[src/hdl/ssfs_pkg.sv]
// ----------------------------------------------------------------------------
// Sensor source failover selector package
// Shared types, code values and constants of the source selector.
// ----------------------------------------------------------------------------
package ssfs_pkg;

	localparam int unsigned TIME_W  = 64;
	localparam int unsigned AGE_W   = 40;
	localparam int unsigned RCNT_W  = 32;
	localparam int unsigned EPOUT_W = 32;
	localparam int unsigned IN_W    = 232;
	localparam int unsigned OUT_W   = 112;

	// Value checked against the skew limit when a time is not positive: one second.
	localparam logic [AGE_W-1:0] AGE_UNKNOWN_NS = 40'd1000000000;

	typedef enum logic [2:0] {
		REG_ENABLED      = 3'd0,
		REG_NOMINAL_INER = 3'd1,
		REG_FALLBACK_ODO = 3'd2,
		REG_LATCH_FB     = 3'd3,
		REG_MAX_INER_AGE = 3'd4,
		REG_MAX_ODO_AGE  = 3'd5,
		REG_MAX_SKEW     = 3'd6
	} reg_idx_t;

	typedef enum logic [2:0] {
		ST_UNCONFIGURED = 3'd0,
		ST_WAITING      = 3'd1,
		ST_NOMINAL_ODO  = 3'd2,
		ST_NOMINAL_INER = 3'd3,
		ST_FALLBACK     = 3'd4,
		ST_FAIL_CLOSED  = 3'd5
	} status_t;

	typedef enum logic [2:0] {
		RS_NONE          = 3'd0,
		RS_INER_NOT_RDY  = 3'd1,
		RS_INER_INVALID  = 3'd2,
		RS_INER_STALE    = 3'd3,
		RS_ODO_INVALID   = 3'd4,
		RS_ODO_STALE     = 3'd5
	} reason_t;

	typedef enum logic [1:0] {
		SRC_NONE     = 2'd0,
		SRC_ODOMETRY = 2'd1,
		SRC_INERTIAL = 2'd2
	} source_t;

	typedef struct packed {
		logic             enabled;
		logic             nominal_is_inertial;
		logic             fallback_to_odometry;
		logic             hold_on_fallback;
		logic [AGE_W-1:0] max_inertial_age_ns;
		logic [AGE_W-1:0] max_odometry_age_ns;
		logic [AGE_W-1:0] max_future_skew_ns;
	} cfg_t;

	typedef struct packed {
		logic [TIME_W-1:0] now_time_ns;
		logic [TIME_W-1:0] odometry_stamp_ns;
		logic              odometry_health_ok;
		logic [TIME_W-1:0] inertial_stamp_ns;
		logic              inertial_health_ok;
		logic              inertial_pipeline_ready;
		logic [RCNT_W-1:0] inertial_reset_count;
	} item_t;

	typedef struct packed {
		logic valid;
		logic fresh;
	} judge_t;

	typedef struct packed {
		status_t            status_code;
		reason_t            reason_code;
		logic               output_valid;
		source_t            chosen_source;
		logic [TIME_W-1:0]  chosen_stamp_ns;
		logic               fallback_engaged;
		logic               fallback_held;
		logic               nominal_seen_ready;
		logic               odometry_fresh;
		logic               inertial_fresh;
		logic [EPOUT_W-1:0] change_epoch;
	} result_t;

endpackage

[src/hdl/ssfs_fresh.sv]
// ----------------------------------------------------------------------------
// Source freshness judge
// Decides whether one source is valid and whether its age lies in the window.
// ----------------------------------------------------------------------------
module ssfs_fresh (
	input  logic [ssfs_pkg::TIME_W-1:0] now_time_ns,
	input  logic [ssfs_pkg::TIME_W-1:0] stamp_ns,
	input  logic                        health_ok,
	input  logic [ssfs_pkg::AGE_W-1:0]  max_age_ns,
	input  logic [ssfs_pkg::AGE_W-1:0]  max_skew_ns,
	output ssfs_pkg::judge_t            judge
);
	import ssfs_pkg::*;

	logic              now_pos;
	logic              stamp_pos;
	logic              now_ge;
	logic [TIME_W-2:0] age_ns;
	logic [TIME_W-2:0] lead_ns;
	logic              in_window;

	assign now_pos   = (now_time_ns != '0) && !now_time_ns[TIME_W-1];
	assign stamp_pos = (stamp_ns != '0) && !stamp_ns[TIME_W-1];
	assign now_ge    = now_time_ns[TIME_W-2:0] >= stamp_ns[TIME_W-2:0];
	assign age_ns    = now_time_ns[TIME_W-2:0] - stamp_ns[TIME_W-2:0];
	assign lead_ns   = stamp_ns[TIME_W-2:0] - now_time_ns[TIME_W-2:0];

	always_comb begin
		if (!now_pos || !stamp_pos) begin
			in_window = AGE_UNKNOWN_NS <= max_skew_ns;
		end else if (now_ge) begin
			in_window = age_ns <= (TIME_W-1)'(max_age_ns);
		end else begin
			in_window = lead_ns <= (TIME_W-1)'(max_skew_ns);
		end
	end

	assign judge.valid = health_ok && stamp_pos;
	assign judge.fresh = health_ok && stamp_pos && in_window;

endmodule

[src/hdl/ssfs_core.sv]
// ----------------------------------------------------------------------------
// Selection core
// Chooses the source, holds the latched fallback and tracks the change epoch.
// ----------------------------------------------------------------------------
module ssfs_core #(
	parameter int unsigned EPOCH_BITS = 32
) (
	input  logic                         clk,
	input  logic                         arst_n,
	input  logic                         advance,
	input  logic                         clear,
	input  ssfs_pkg::cfg_t               cfg,
	input  ssfs_pkg::item_t              item,
	input  ssfs_pkg::judge_t             odo_judge,
	input  ssfs_pkg::judge_t             iner_judge,
	output ssfs_pkg::result_t            result
);
	import ssfs_pkg::*;

	logic                  ever_ready_q;
	logic                  latched_q;
	reason_t               latched_reason_q;
	logic                  have_prior_q;
	logic                  prior_valid_q;
	logic                  prior_latched_q;
	source_t               prior_source_q;
	status_t               prior_status_q;
	reason_t               prior_reason_q;
	logic [RCNT_W-1:0]     prior_rcount_q;
	logic [EPOCH_BITS-1:0] epoch_q;

	logic                  ever_ready_d;
	logic                  latched_d;
	reason_t               latched_reason_d;
	logic [EPOCH_BITS-1:0] epoch_d;

	logic                  configured;
	logic                  nominal_iner;
	logic                  odo_fresh;
	logic                  iner_fresh;
	logic                  iner_avail;
	reason_t               odo_reason;
	reason_t               iner_reason;
	status_t               status;
	reason_t               reason;
	source_t               source;
	logic                  valid;
	logic                  fb_active;
	logic                  fb_held;
	logic                  seen;
	logic [TIME_W-1:0]     stamp;
	logic                  changed;

	assign configured = cfg.enabled && (cfg.max_inertial_age_ns != '0)
		&& (cfg.max_odometry_age_ns != '0);
	assign odo_fresh    = configured && odo_judge.fresh;
	assign iner_fresh   = configured && iner_judge.fresh;
	assign iner_avail   = item.inertial_pipeline_ready && iner_fresh;
	assign nominal_iner = configured && cfg.nominal_is_inertial;
	assign odo_reason   = odo_judge.valid ? RS_ODO_STALE : RS_ODO_INVALID;

	always_comb begin
		if (!item.inertial_pipeline_ready) begin
			iner_reason = RS_INER_NOT_RDY;
		end else if (!iner_judge.valid) begin
			iner_reason = RS_INER_INVALID;
		end else begin
			iner_reason = RS_INER_STALE;
		end
	end

	always_comb begin
		status           = ST_UNCONFIGURED;
		reason           = RS_NONE;
		source           = SRC_NONE;
		valid            = 1'b0;
		fb_active        = 1'b0;
		fb_held          = 1'b0;
		seen             = 1'b0;
		stamp            = '0;
		ever_ready_d     = ever_ready_q;
		latched_d        = latched_q;
		latched_reason_d = latched_reason_q;
		if (configured) begin
			if (!cfg.nominal_is_inertial) begin
				seen = odo_fresh;
				if (odo_fresh) begin
					valid  = 1'b1;
					source = SRC_ODOMETRY;
					stamp  = item.odometry_stamp_ns;
					status = ST_NOMINAL_ODO;
				end else begin
					status = ST_FAIL_CLOSED;
					reason = odo_reason;
				end
			end else if (latched_q) begin
				fb_held = 1'b1;
				seen    = ever_ready_q;
				if (odo_fresh) begin
					valid     = 1'b1;
					source    = SRC_ODOMETRY;
					stamp     = item.odometry_stamp_ns;
					fb_active = 1'b1;
					status    = ST_FALLBACK;
					reason    = latched_reason_q;
				end else begin
					status = ST_FAIL_CLOSED;
					reason = odo_reason;
				end
			end else if (iner_avail) begin
				ever_ready_d = 1'b1;
				valid        = 1'b1;
				source       = SRC_INERTIAL;
				stamp        = item.inertial_stamp_ns;
				status       = ST_NOMINAL_INER;
				seen         = 1'b1;
			end else begin
				reason = iner_reason;
				seen   = ever_ready_q;
				if (!ever_ready_q) begin
					status = ST_WAITING;
				end else if (cfg.fallback_to_odometry && odo_fresh) begin
					valid     = 1'b1;
					source    = SRC_ODOMETRY;
					stamp     = item.odometry_stamp_ns;
					fb_active = 1'b1;
					status    = ST_FALLBACK;
					if (cfg.hold_on_fallback) begin
						latched_d        = 1'b1;
						latched_reason_d = iner_reason;
						fb_held          = 1'b1;
					end
				end else begin
					status = ST_FAIL_CLOSED;
				end
			end
		end
	end

	assign changed = !have_prior_q || (valid != prior_valid_q) || (fb_held != prior_latched_q)
		|| (source != prior_source_q) || (status != prior_status_q)
		|| (reason != prior_reason_q)
		|| (nominal_iner && (item.inertial_reset_count != prior_rcount_q));
	assign epoch_d = changed ? epoch_q + EPOCH_BITS'(1) : epoch_q;

	always_ff @(posedge clk or negedge arst_n) begin
		if (!arst_n) begin
			ever_ready_q     <= 1'b0;
			latched_q        <= 1'b0;
			latched_reason_q <= RS_NONE;
			have_prior_q     <= 1'b0;
			prior_valid_q    <= 1'b0;
			prior_latched_q  <= 1'b0;
			prior_source_q   <= SRC_NONE;
			prior_status_q   <= ST_UNCONFIGURED;
			prior_reason_q   <= RS_NONE;
			prior_rcount_q   <= '0;
			epoch_q          <= '0;
		end else if (clear) begin
			ever_ready_q     <= 1'b0;
			latched_q        <= 1'b0;
			latched_reason_q <= RS_NONE;
			have_prior_q     <= 1'b0;
			prior_valid_q    <= 1'b0;
			prior_latched_q  <= 1'b0;
			prior_source_q   <= SRC_NONE;
			prior_status_q   <= ST_UNCONFIGURED;
			prior_reason_q   <= RS_NONE;
			prior_rcount_q   <= '0;
			epoch_q          <= '0;
		end else if (advance) begin
			ever_ready_q     <= ever_ready_d;
			latched_q        <= latched_d;
			latched_reason_q <= latched_reason_d;
			have_prior_q     <= 1'b1;
			prior_valid_q    <= valid;
			prior_latched_q  <= fb_held;
			prior_source_q   <= source;
			prior_status_q   <= status;
			prior_reason_q   <= reason;
			prior_rcount_q   <= item.inertial_reset_count;
			epoch_q          <= epoch_d;
		end
	end

	assign result.status_code        = status;
	assign result.reason_code        = reason;
	assign result.output_valid       = valid;
	assign result.chosen_source      = source;
	assign result.chosen_stamp_ns    = stamp;
	assign result.fallback_engaged   = fb_active;
	assign result.fallback_held      = fb_held;
	assign result.nominal_seen_ready = seen;
	assign result.odometry_fresh     = odo_fresh;
	assign result.inertial_fresh     = iner_fresh;
	assign result.change_epoch       = EPOUT_W'(epoch_d);

endmodule

[src/hdl/sensor_source_failover_selector_unit.sv]
// ----------------------------------------------------------------------------
// Sensor source failover selector
// Picks odometry or processed inertial estimates by freshness and policy.
// ----------------------------------------------------------------------------
// The input transaction is registered in item_s1 and its result in result_s2.
// Throughput: one transaction per cycle, set by the input and result registers, while m_axis_tready does not stall.
// The freshness judges and selection logic sit between the two registers.
// Reset clears all selection state and returns the configuration registers to their defaults.
module sensor_source_failover_selector_unit #(
	parameter int unsigned EPOCH_BITS = 32
) (
	input  logic                         clk,
	input  logic                         arst_n,
	input  logic                         cfg_we,
	input  logic [2:0]                   cfg_index,
	input  logic [ssfs_pkg::AGE_W-1:0]   cfg_data,
	input  logic                         s_axis_tvalid,
	output logic                         s_axis_tready,
	// now_time_ns[63:0], odometry_stamp_ns[127:64], odometry_health_ok[128],
	// inertial_stamp_ns[192:129], inertial_health_ok[193],
	// inertial_pipeline_ready[194], inertial_reset_count[226:195], zero pad.
	input  logic [ssfs_pkg::IN_W-1:0]    s_axis_tdata,
	output logic                         m_axis_tvalid,
	input  logic                         m_axis_tready,
	// status_code[2:0], reason_code[5:3], output_valid[6], chosen_source[8:7],
	// chosen_stamp_ns[72:9], fallback_engaged[73], fallback_held[74],
	// nominal_seen_ready[75], odometry_fresh[76], inertial_fresh[77],
	// change_epoch[109:78], zero pad.
	output logic [ssfs_pkg::OUT_W-1:0]   m_axis_tdata
);
	import ssfs_pkg::*;

	cfg_t    cfg_q;
	logic    valid_s1;
	item_t   item_s1;
	logic    valid_s2;
	result_t result_s2;
	logic    advance;
	logic    clear;
	judge_t  odo_judge;
	judge_t  iner_judge;
	result_t result;

	assign clear = cfg_we && (cfg_index == REG_ENABLED);

	always_ff @(posedge clk or negedge arst_n) begin
		if (!arst_n) begin
			cfg_q.enabled              <= 1'b0;
			cfg_q.nominal_is_inertial  <= 1'b1;
			cfg_q.fallback_to_odometry <= 1'b0;
			cfg_q.hold_on_fallback     <= 1'b1;
			cfg_q.max_inertial_age_ns  <= 40'd100000000;
			cfg_q.max_odometry_age_ns  <= 40'd100000000;
			cfg_q.max_future_skew_ns   <= '0;
		end else if (cfg_we) begin
			case (cfg_index)
				REG_ENABLED:      cfg_q.enabled              <= cfg_data[0];
				REG_NOMINAL_INER: cfg_q.nominal_is_inertial  <= cfg_data[0];
				REG_FALLBACK_ODO: cfg_q.fallback_to_odometry <= cfg_data[0];
				REG_LATCH_FB:     cfg_q.hold_on_fallback     <= cfg_data[0];
				REG_MAX_INER_AGE: cfg_q.max_inertial_age_ns  <= cfg_data;
				REG_MAX_ODO_AGE:  cfg_q.max_odometry_age_ns  <= cfg_data;
				REG_MAX_SKEW:     cfg_q.max_future_skew_ns   <= cfg_data;
				default: begin
				end
			endcase
		end
	end

	assign advance       = valid_s1 && (!valid_s2 || m_axis_tready);
	assign s_axis_tready = !valid_s1 || advance;

	always_ff @(posedge clk or negedge arst_n) begin
		if (!arst_n) begin
			valid_s1 <= 1'b0;
		end else if (s_axis_tready) begin
			valid_s1 <= s_axis_tvalid;
		end
	end

	always_ff @(posedge clk) begin
		if (s_axis_tvalid && s_axis_tready) begin
			item_s1.now_time_ns             <= s_axis_tdata[63:0];
			item_s1.odometry_stamp_ns       <= s_axis_tdata[127:64];
			item_s1.odometry_health_ok      <= s_axis_tdata[128];
			item_s1.inertial_stamp_ns       <= s_axis_tdata[192:129];
			item_s1.inertial_health_ok      <= s_axis_tdata[193];
			item_s1.inertial_pipeline_ready <= s_axis_tdata[194];
			item_s1.inertial_reset_count    <= s_axis_tdata[226:195];
		end
	end

	ssfs_fresh u_odo_fresh (
		.now_time_ns (item_s1.now_time_ns),
		.stamp_ns    (item_s1.odometry_stamp_ns),
		.health_ok   (item_s1.odometry_health_ok),
		.max_age_ns  (cfg_q.max_odometry_age_ns),
		.max_skew_ns (cfg_q.max_future_skew_ns),
		.judge       (odo_judge)
	);

	ssfs_fresh u_iner_fresh (
		.now_time_ns (item_s1.now_time_ns),
		.stamp_ns    (item_s1.inertial_stamp_ns),
		.health_ok   (item_s1.inertial_health_ok),
		.max_age_ns  (cfg_q.max_inertial_age_ns),
		.max_skew_ns (cfg_q.max_future_skew_ns),
		.judge       (iner_judge)
	);

	ssfs_core #(
		.EPOCH_BITS (EPOCH_BITS)
	) u_core (
		.clk        (clk),
		.arst_n     (arst_n),
		.advance    (advance),
		.clear      (clear),
		.cfg        (cfg_q),
		.item       (item_s1),
		.odo_judge  (odo_judge),
		.iner_judge (iner_judge),
		.result     (result)
	);

	always_ff @(posedge clk or negedge arst_n) begin
		if (!arst_n) begin
			valid_s2 <= 1'b0;
		end else if (!valid_s2 || m_axis_tready) begin
			valid_s2 <= valid_s1;
		end
	end

	always_ff @(posedge clk) begin
		if (advance) begin
			result_s2 <= result;
		end
	end

	assign m_axis_tvalid = valid_s2;
	assign m_axis_tdata  = {2'b00,
		result_s2.change_epoch,
		result_s2.inertial_fresh,
		result_s2.odometry_fresh,
		result_s2.nominal_seen_ready,
		result_s2.fallback_held,
		result_s2.fallback_engaged,
		result_s2.chosen_stamp_ns,
		result_s2.chosen_source,
		result_s2.output_valid,
		result_s2.reason_code,
		result_s2.status_code};

endmodule

[config.mk]
export PLATFORM = sky130hd
export DESIGN_NAME = sensor_source_failover_selector_unit
export DESIGN_NICKNAME = d
export VERILOG_FILES = /design/src/hdl/ssfs_pkg.sv /design/src/hdl/ssfs_fresh.sv /design/src/hdl/ssfs_core.sv /design/src/hdl/sensor_source_failover_selector_unit.sv
export SDC_FILE = /design/constraint.sdc
export NUM_CORES = 1
export LEC_CHECK = 0
export BUFFER_PORTS_ARGS = -buffer_cell sky130_fd_sc_hd__buf_4
export CORE_AREA = 2 2 344 312
export DETAILED_ROUTE_END_ITERATION = 10
export DIE_AREA = 0 0 346 314
export PLACE_DENSITY = 0.54
export SETUP_SLACK_MARGIN = 0.15
export SYNTH_ARGS = -nofsm -noshare
export SYNTH_HDL_FRONTEND = slang
export SYNTH_SLANG_ARGS = --single-unit
[constraint.sdc]
create_clock -name clk -period 7.48 [get_ports clk]
set_input_delay 0.748 -clock clk [delete_from_list [all_inputs] [get_ports clk]]
set_output_delay 0.748 -clock clk [all_outputs]
set_load 0.005 [all_outputs]
=== Word level (Yosys, flattened, before mapping) ===
Index checks and enable logic that the tools add are counted.

* Word-level logic and storage cells: 210
* Output and inout port bits: 114
* Flip-flop bits (word level): 543

* Order comparisons: 7
* $add $sub $neg: 5
* Equality and inequality tests: 14
* Reductions and logical operators: 59
* Multiplexer cells: 87

{| class="wikitable"
|+ Operators with widths
! operator !! number
|-
| $mux 64 || 6
|-
| $le 63x40->1 || 4
|-
| $sub 63x63->63 || 4
|-
| $reduce_bool 64->1 || 3
|-
| $mux 32 || 5
|-
| $ge 63x63->1 || 2
|-
| $reduce_bool 40->1 || 2
|-
| $mux 3 || 25
|-
| $mux 1 || 43
|-
| $le 30x40->1 const A || 1
|-
| $add 32x1->32 const B || 1
|-
| $ne 32x32->1 || 1
|-
| $logic_and 1x1->1 || 18
|-
| $mux 2 || 8
|-
| $reduce_and 2->1 || 8
|-
| $reduce_bool 2->1 || 6
|-
| $logic_or 1x1->1 || 10
|-
| $eq 3x3->1 const B || 3
|-
| $logic_not 1->1 || 9
|-
| $reduce_and 8->1 || 1
|-
| $eq 3x2->1 const B || 2
|-
| $ne 3x3->1 || 2
|-
| $ne 2x2->1 const B || 2
|-
| $eq 3x1->1 const B || 1
|-
| 4 further kinds || 5
|}

=== Logic depth before layout (Yosys ltp) ===
* Depth in word-level cells: 24
* Depth in mapped cells: 33
* Gate-level depth less buffers: 31

=== Hierarchy ===
Synthesis repeated with hierarchy kept, for this count alone.

* Cells, all modules: 4498
* Area, all modules: 41851.4 µm²

{| class="wikitable"
|+ By module, submodules not included
! module !! times used !! area an instance (µm²) !! cells each
|-
| sensor_source_failover_selector_unit || 1 || 14915.6 || 615
|-
| ssfs_fresh at u_odo_fresh || 1 || 10652.7 || 1625
|-
| ssfs_fresh at u_iner_fresh || 1 || 10266.1 || 1574
|-
| ssfs_core || 1 || 6017.0 || 684
|}

=== Least setup slack after synthesis ===
Ideal clock, no wire load.

* Path type: flip-flop to flip-flop
* Start: register, netlist name item_s1[163]
* End: register result_s2, in the netlist m_axis_tdata[79] (data pin)
* Period minus slack after synthesis: 6803 ps
* Cell stages (with the launch flop): 32
* Library setup time: 260 ps
* Setup slack: 677 ps
* Required time: 7220 ps
* Data arrival time: 6543 ps
* Path through: edfxtp_1 -> inv_1 -> ha_1 -> inv_1 -> fa_1 -> a21o_1 -> and4_1 -> o21ai_1 -> a21o_1 -> a21oi_1 -> a211oi_1 -> xnor2_1 -> ha_1 -> a21o_1 -> a21o_1 -> a21oi_1 -> nor2_1 -> a2111oi_0 -> a21oi_1 -> or4_1 -> nor4_1 -> and4_1 -> nand4_1 -> a21oi_4 -> buf_2 -> a2bb2oi_1 -> xnor2_1 -> nor4b_1 -> and4b_1 -> clkbuf_1 -> buf_2 -> mux2_2

{| class="wikitable"
|+ RTL lines
! item !! line !! RTL
|-
| to (signal assigned) || sensor_source_failover_selector_unit.sv:135 || <nowiki>result_s2 <= result;</nowiki>
|-
| to (decl) || sensor_source_failover_selector_unit.sv:37 || <nowiki>result_t result_s2;</nowiki>
|}

==> metrics <==
layout cells sized above 1 28.94%; largest net degree at the start of global routing 140; Die ar. 108,600 um^2; first-pass GRT wire length 293.8 mm; actual slew at the worst max-slew pin 1290 ps; Initial Utilization roughly two fifths; Slew headroom 13.30%; pwr dens 219.0 nW/um^2; Clock Latency Late Sink 670 ps; Layout fillers 9,927; Worst Clk Skew 27.48 ps; post-synth cell types 96; Layout area overhead 32.15%; run status finished with violations; sequential share of power between 30 and 40%; CP required 7870 ps; Comb power frac between 40% and 50%; CTS Buffer Depth 3; CTS Sinks around 540; Multi-input gate area 25,450 um^2; ys flop type edfxtp_1; Max VDD drop 0.1883 mV; fin crit share 101.4%; Yosys warning total 0; R2R setup slack -110 ps; Mapped Cells 4,691; Internal Dissipation 7.395 mW; Via-to-Cell Ratio 5.954; Placed Cells between 7,000 and 8,000; register area 15,280 um^2; Core Area 104,900 um^2; Placement Setup Slack -486.8 ps; row count roughly 110; Detail Placement HPWL 178.3 mm; slowest CP cell o31a_4; Post-Syn Area 41,820 um^2; Post-synth EDFFs approximately 340; DR iter-0 viols 5,151; final WL 212.1 mm; crit path time final 7587 ps; GRT Overall Usage 37.51%; startpoint types flop; CTS clk-pin slew, worst paths 60 ps; slowest cell delay on critical path 470 ps; Synth Area per Inst roughly 8.9 um^2; Finished Layout Cells a little over 7,000; Final ANT Viol Nets 0; most frequent cells in the layout buf_4, nand2_1, a21oi_1; io pins 394; sw frac 38.89%; vias 42,920; CP Max Fanout 12; CP arrival 7980 ps; async set or reset register ratio after synthesis 37.82%; H-tree depth 2; CTS root buffer clkbuf_16; number of remaining DRC errors 0; gpl congestion 1.076; Chip Height between 300 and 400 um; Setup crit end kind flop; violated checks negative setup slack; NumNets Final 6,472; Synth Register Bits 542; PnR worst setup slack -106.9 ps; GR Overflow Total 0; initial antenna violation count 7; Max Clk Rate between 0.1 and 0.15 GHz; unrepaired setup endpoints after global routing true; CTS tree yes; worst min path class input pin to asynchronous set/reset pin; final count of hold timing violations 0; drt pass-1 iters 6; max-capacitance violation count 0; Clock Power Share 24.4%; post-DR wirelength/cell 29.42 um; critical path class flop to flop; buffers added on ports 386; cts bufs inserted slightly below 60; Switch Pwr 4.707 mW; commonest non-fill, non-tap cell in the layout buf_4; final setup vio count 52; post-synthesis sequential area ratio between 30% and 40%; P_leak 24.37 nW; Core Util, Final 52.68%; vias in the first global route 41,320; DIE WIDTH 346 um; Final Max Tran Viols 0
metal layers:
metal,GRT usage [%],routed length [um]
met5,0,13
met1,53.18,92030
met4,15.51,9969
met3,8.361,21830
met2,55.04,88260
final timing paths:
| kind | startpoint | depth (start not counted) | to |
|---|---|---|---|
| max | item_s1[163] | 36 | m_axis_tdata[89] |
| min | arst_n | 1 | cfg_q[47] |
| max reg2reg | item_s1[163] | 36 | m_axis_tdata[89] |
| min reg2reg | cfg_q[121] | 1 | cfg_q[121] |
| max in group asynchronous | arst_n | 2 | u_core.prior_rcount_q[1] |
| min in group clk | s_axis_tdata[0] | 1 | item_s1[163] |
power by group through the flow:
stage               clock [mW]  combinational, mW  sequential, mW
floorplan                    0               2.44            3.85
global placement             0               4.74            3.96
detailed placement           0               4.78            3.96
CTS                       2.99               4.92            3.91
global route              3.11               5.54            3.95
finish                    2.95               5.23            3.92
logic make-up (layout without fill, tap and decap cells):
kind of cell	Yosys count	in the layout	synth area share, %
xor gates and xnor gates	270	270	5.654
muxes	108	108	2.860
DFF	542	542	36.54
and+or+nand+nor	1424	1424	16.57
AOI/OAI and AO/OA	1370	1370	20.49
other	1	5	0.008966
adders and majority gates	415	415	12.49
buffers and inverters	561	1694	5.391
per-stage QoR:
stage / hold WS [ps] / power (mW) / setup TNS (ps) / instance area, um^2
after floorplan: 445.7 / 6.293 / 0 / 41830
after global placement: 476.5 / 8.697 / -20420 / 51770
after detailed placement: 500.4 / 8.745 / -25540 / 51770
after CTS: 64.96 / 11.83 / 0 / 54380
after global routing: 115.7 / 12.59 / -14820 / 55270
final: 73.95 / 12.10 / -2703 / 55270
what timing repair did:
item                                    4_1_cts  5_1_grt
hold buffers                                  0        0
pin swaps                                    41       76
gates cloned                                  1        2
resized for setup                           132      142
endpoints found under the setup margin      125       82
setup buffers                                16       23
worst max-delay path, delay by kind of cell (launching register included):
kind | cells | cell delay (ps)
AND/OR/NAND/NOR | 12 | 2460
AO/OA/AOI/OAI | 9 | 1830
buffers and inverters | 9 | 1100
adder cells (fa/ha/maj) | 3 | 820
flip-flops | 1 | 440
XOR/XNOR | 2 | 330
multiplexers | 1 | 300
cell usage after synthesis (27+ instances only):
master | count | share of area [%]
a211oi_1 | 30 | 0.54
a21o_1 | 88 | 1.6
a21oi_1 | 479 | 5.7
a22oi_1 | 70 | 1.3
a31oi_1 | 36 | 0.54
and3_1 | 30 | 0.45
and4_1 | 27 | 0.57
buf_2 | 65 | 0.78
clkbuf_1 | 103 | 0.92
dfrtp_1 | 179 | 11
edfxtp_1 | 337 | 24
ha_1 | 411 | 12
inv_1 | 364 | 3.3
mux2_2 | 88 | 2.4
nand2_1 | 450 | 4.0
nand3_1 | 97 | 1.2
nand4_1 | 148 | 2.2
nor2_1 | 323 | 2.9
nor3_1 | 78 | 0.93
nor4_1 | 112 | 1.7
o21a_1 | 33 | 0.59
o21ai_0 | 324 | 3.9
o21bai_1 | 33 | 0.59
or3_1 | 28 | 0.42
xnor2_1 | 139 | 2.9
xor2_1 | 131 | 2.7
flip-flops by register name, summed over array words and instances (netlist names):
signal,flops
m_axis_tvalid,1
item_s1,227
u_core.prior_rcount_q,32
u_core.epoch_q,32
u_core.prior_reason_q,3
u_core.prior_valid_q,1
m_axis_tdata,110
u_core.latched_q,1
u_core.prior_status_q,3
u_core.prior_source_q,2
cfg_q,124
u_core.latched_reason_q,2
u_core.prior_latched_q,1
valid_s1,1
u_core.ever_ready_q,1
u_core.have_prior_q,1
layout make-up:
| cell class | count | share of cell area (%) |
|---|---|---|
| clock buffer | 74 | 2.809 |
| tap | 1380 | 3.124 |
| timing repair buffer | 1221 | 17.23 |
| inverter | 364 | 2.486 |
| antenna | 2 | 0.009055 |
| clock inverter | 35 | 0.6406 |
| multi-input combinational | 3590 | 46.05 |
| sequential | 542 | 27.65 |
(Power assumes the default switching activity.)
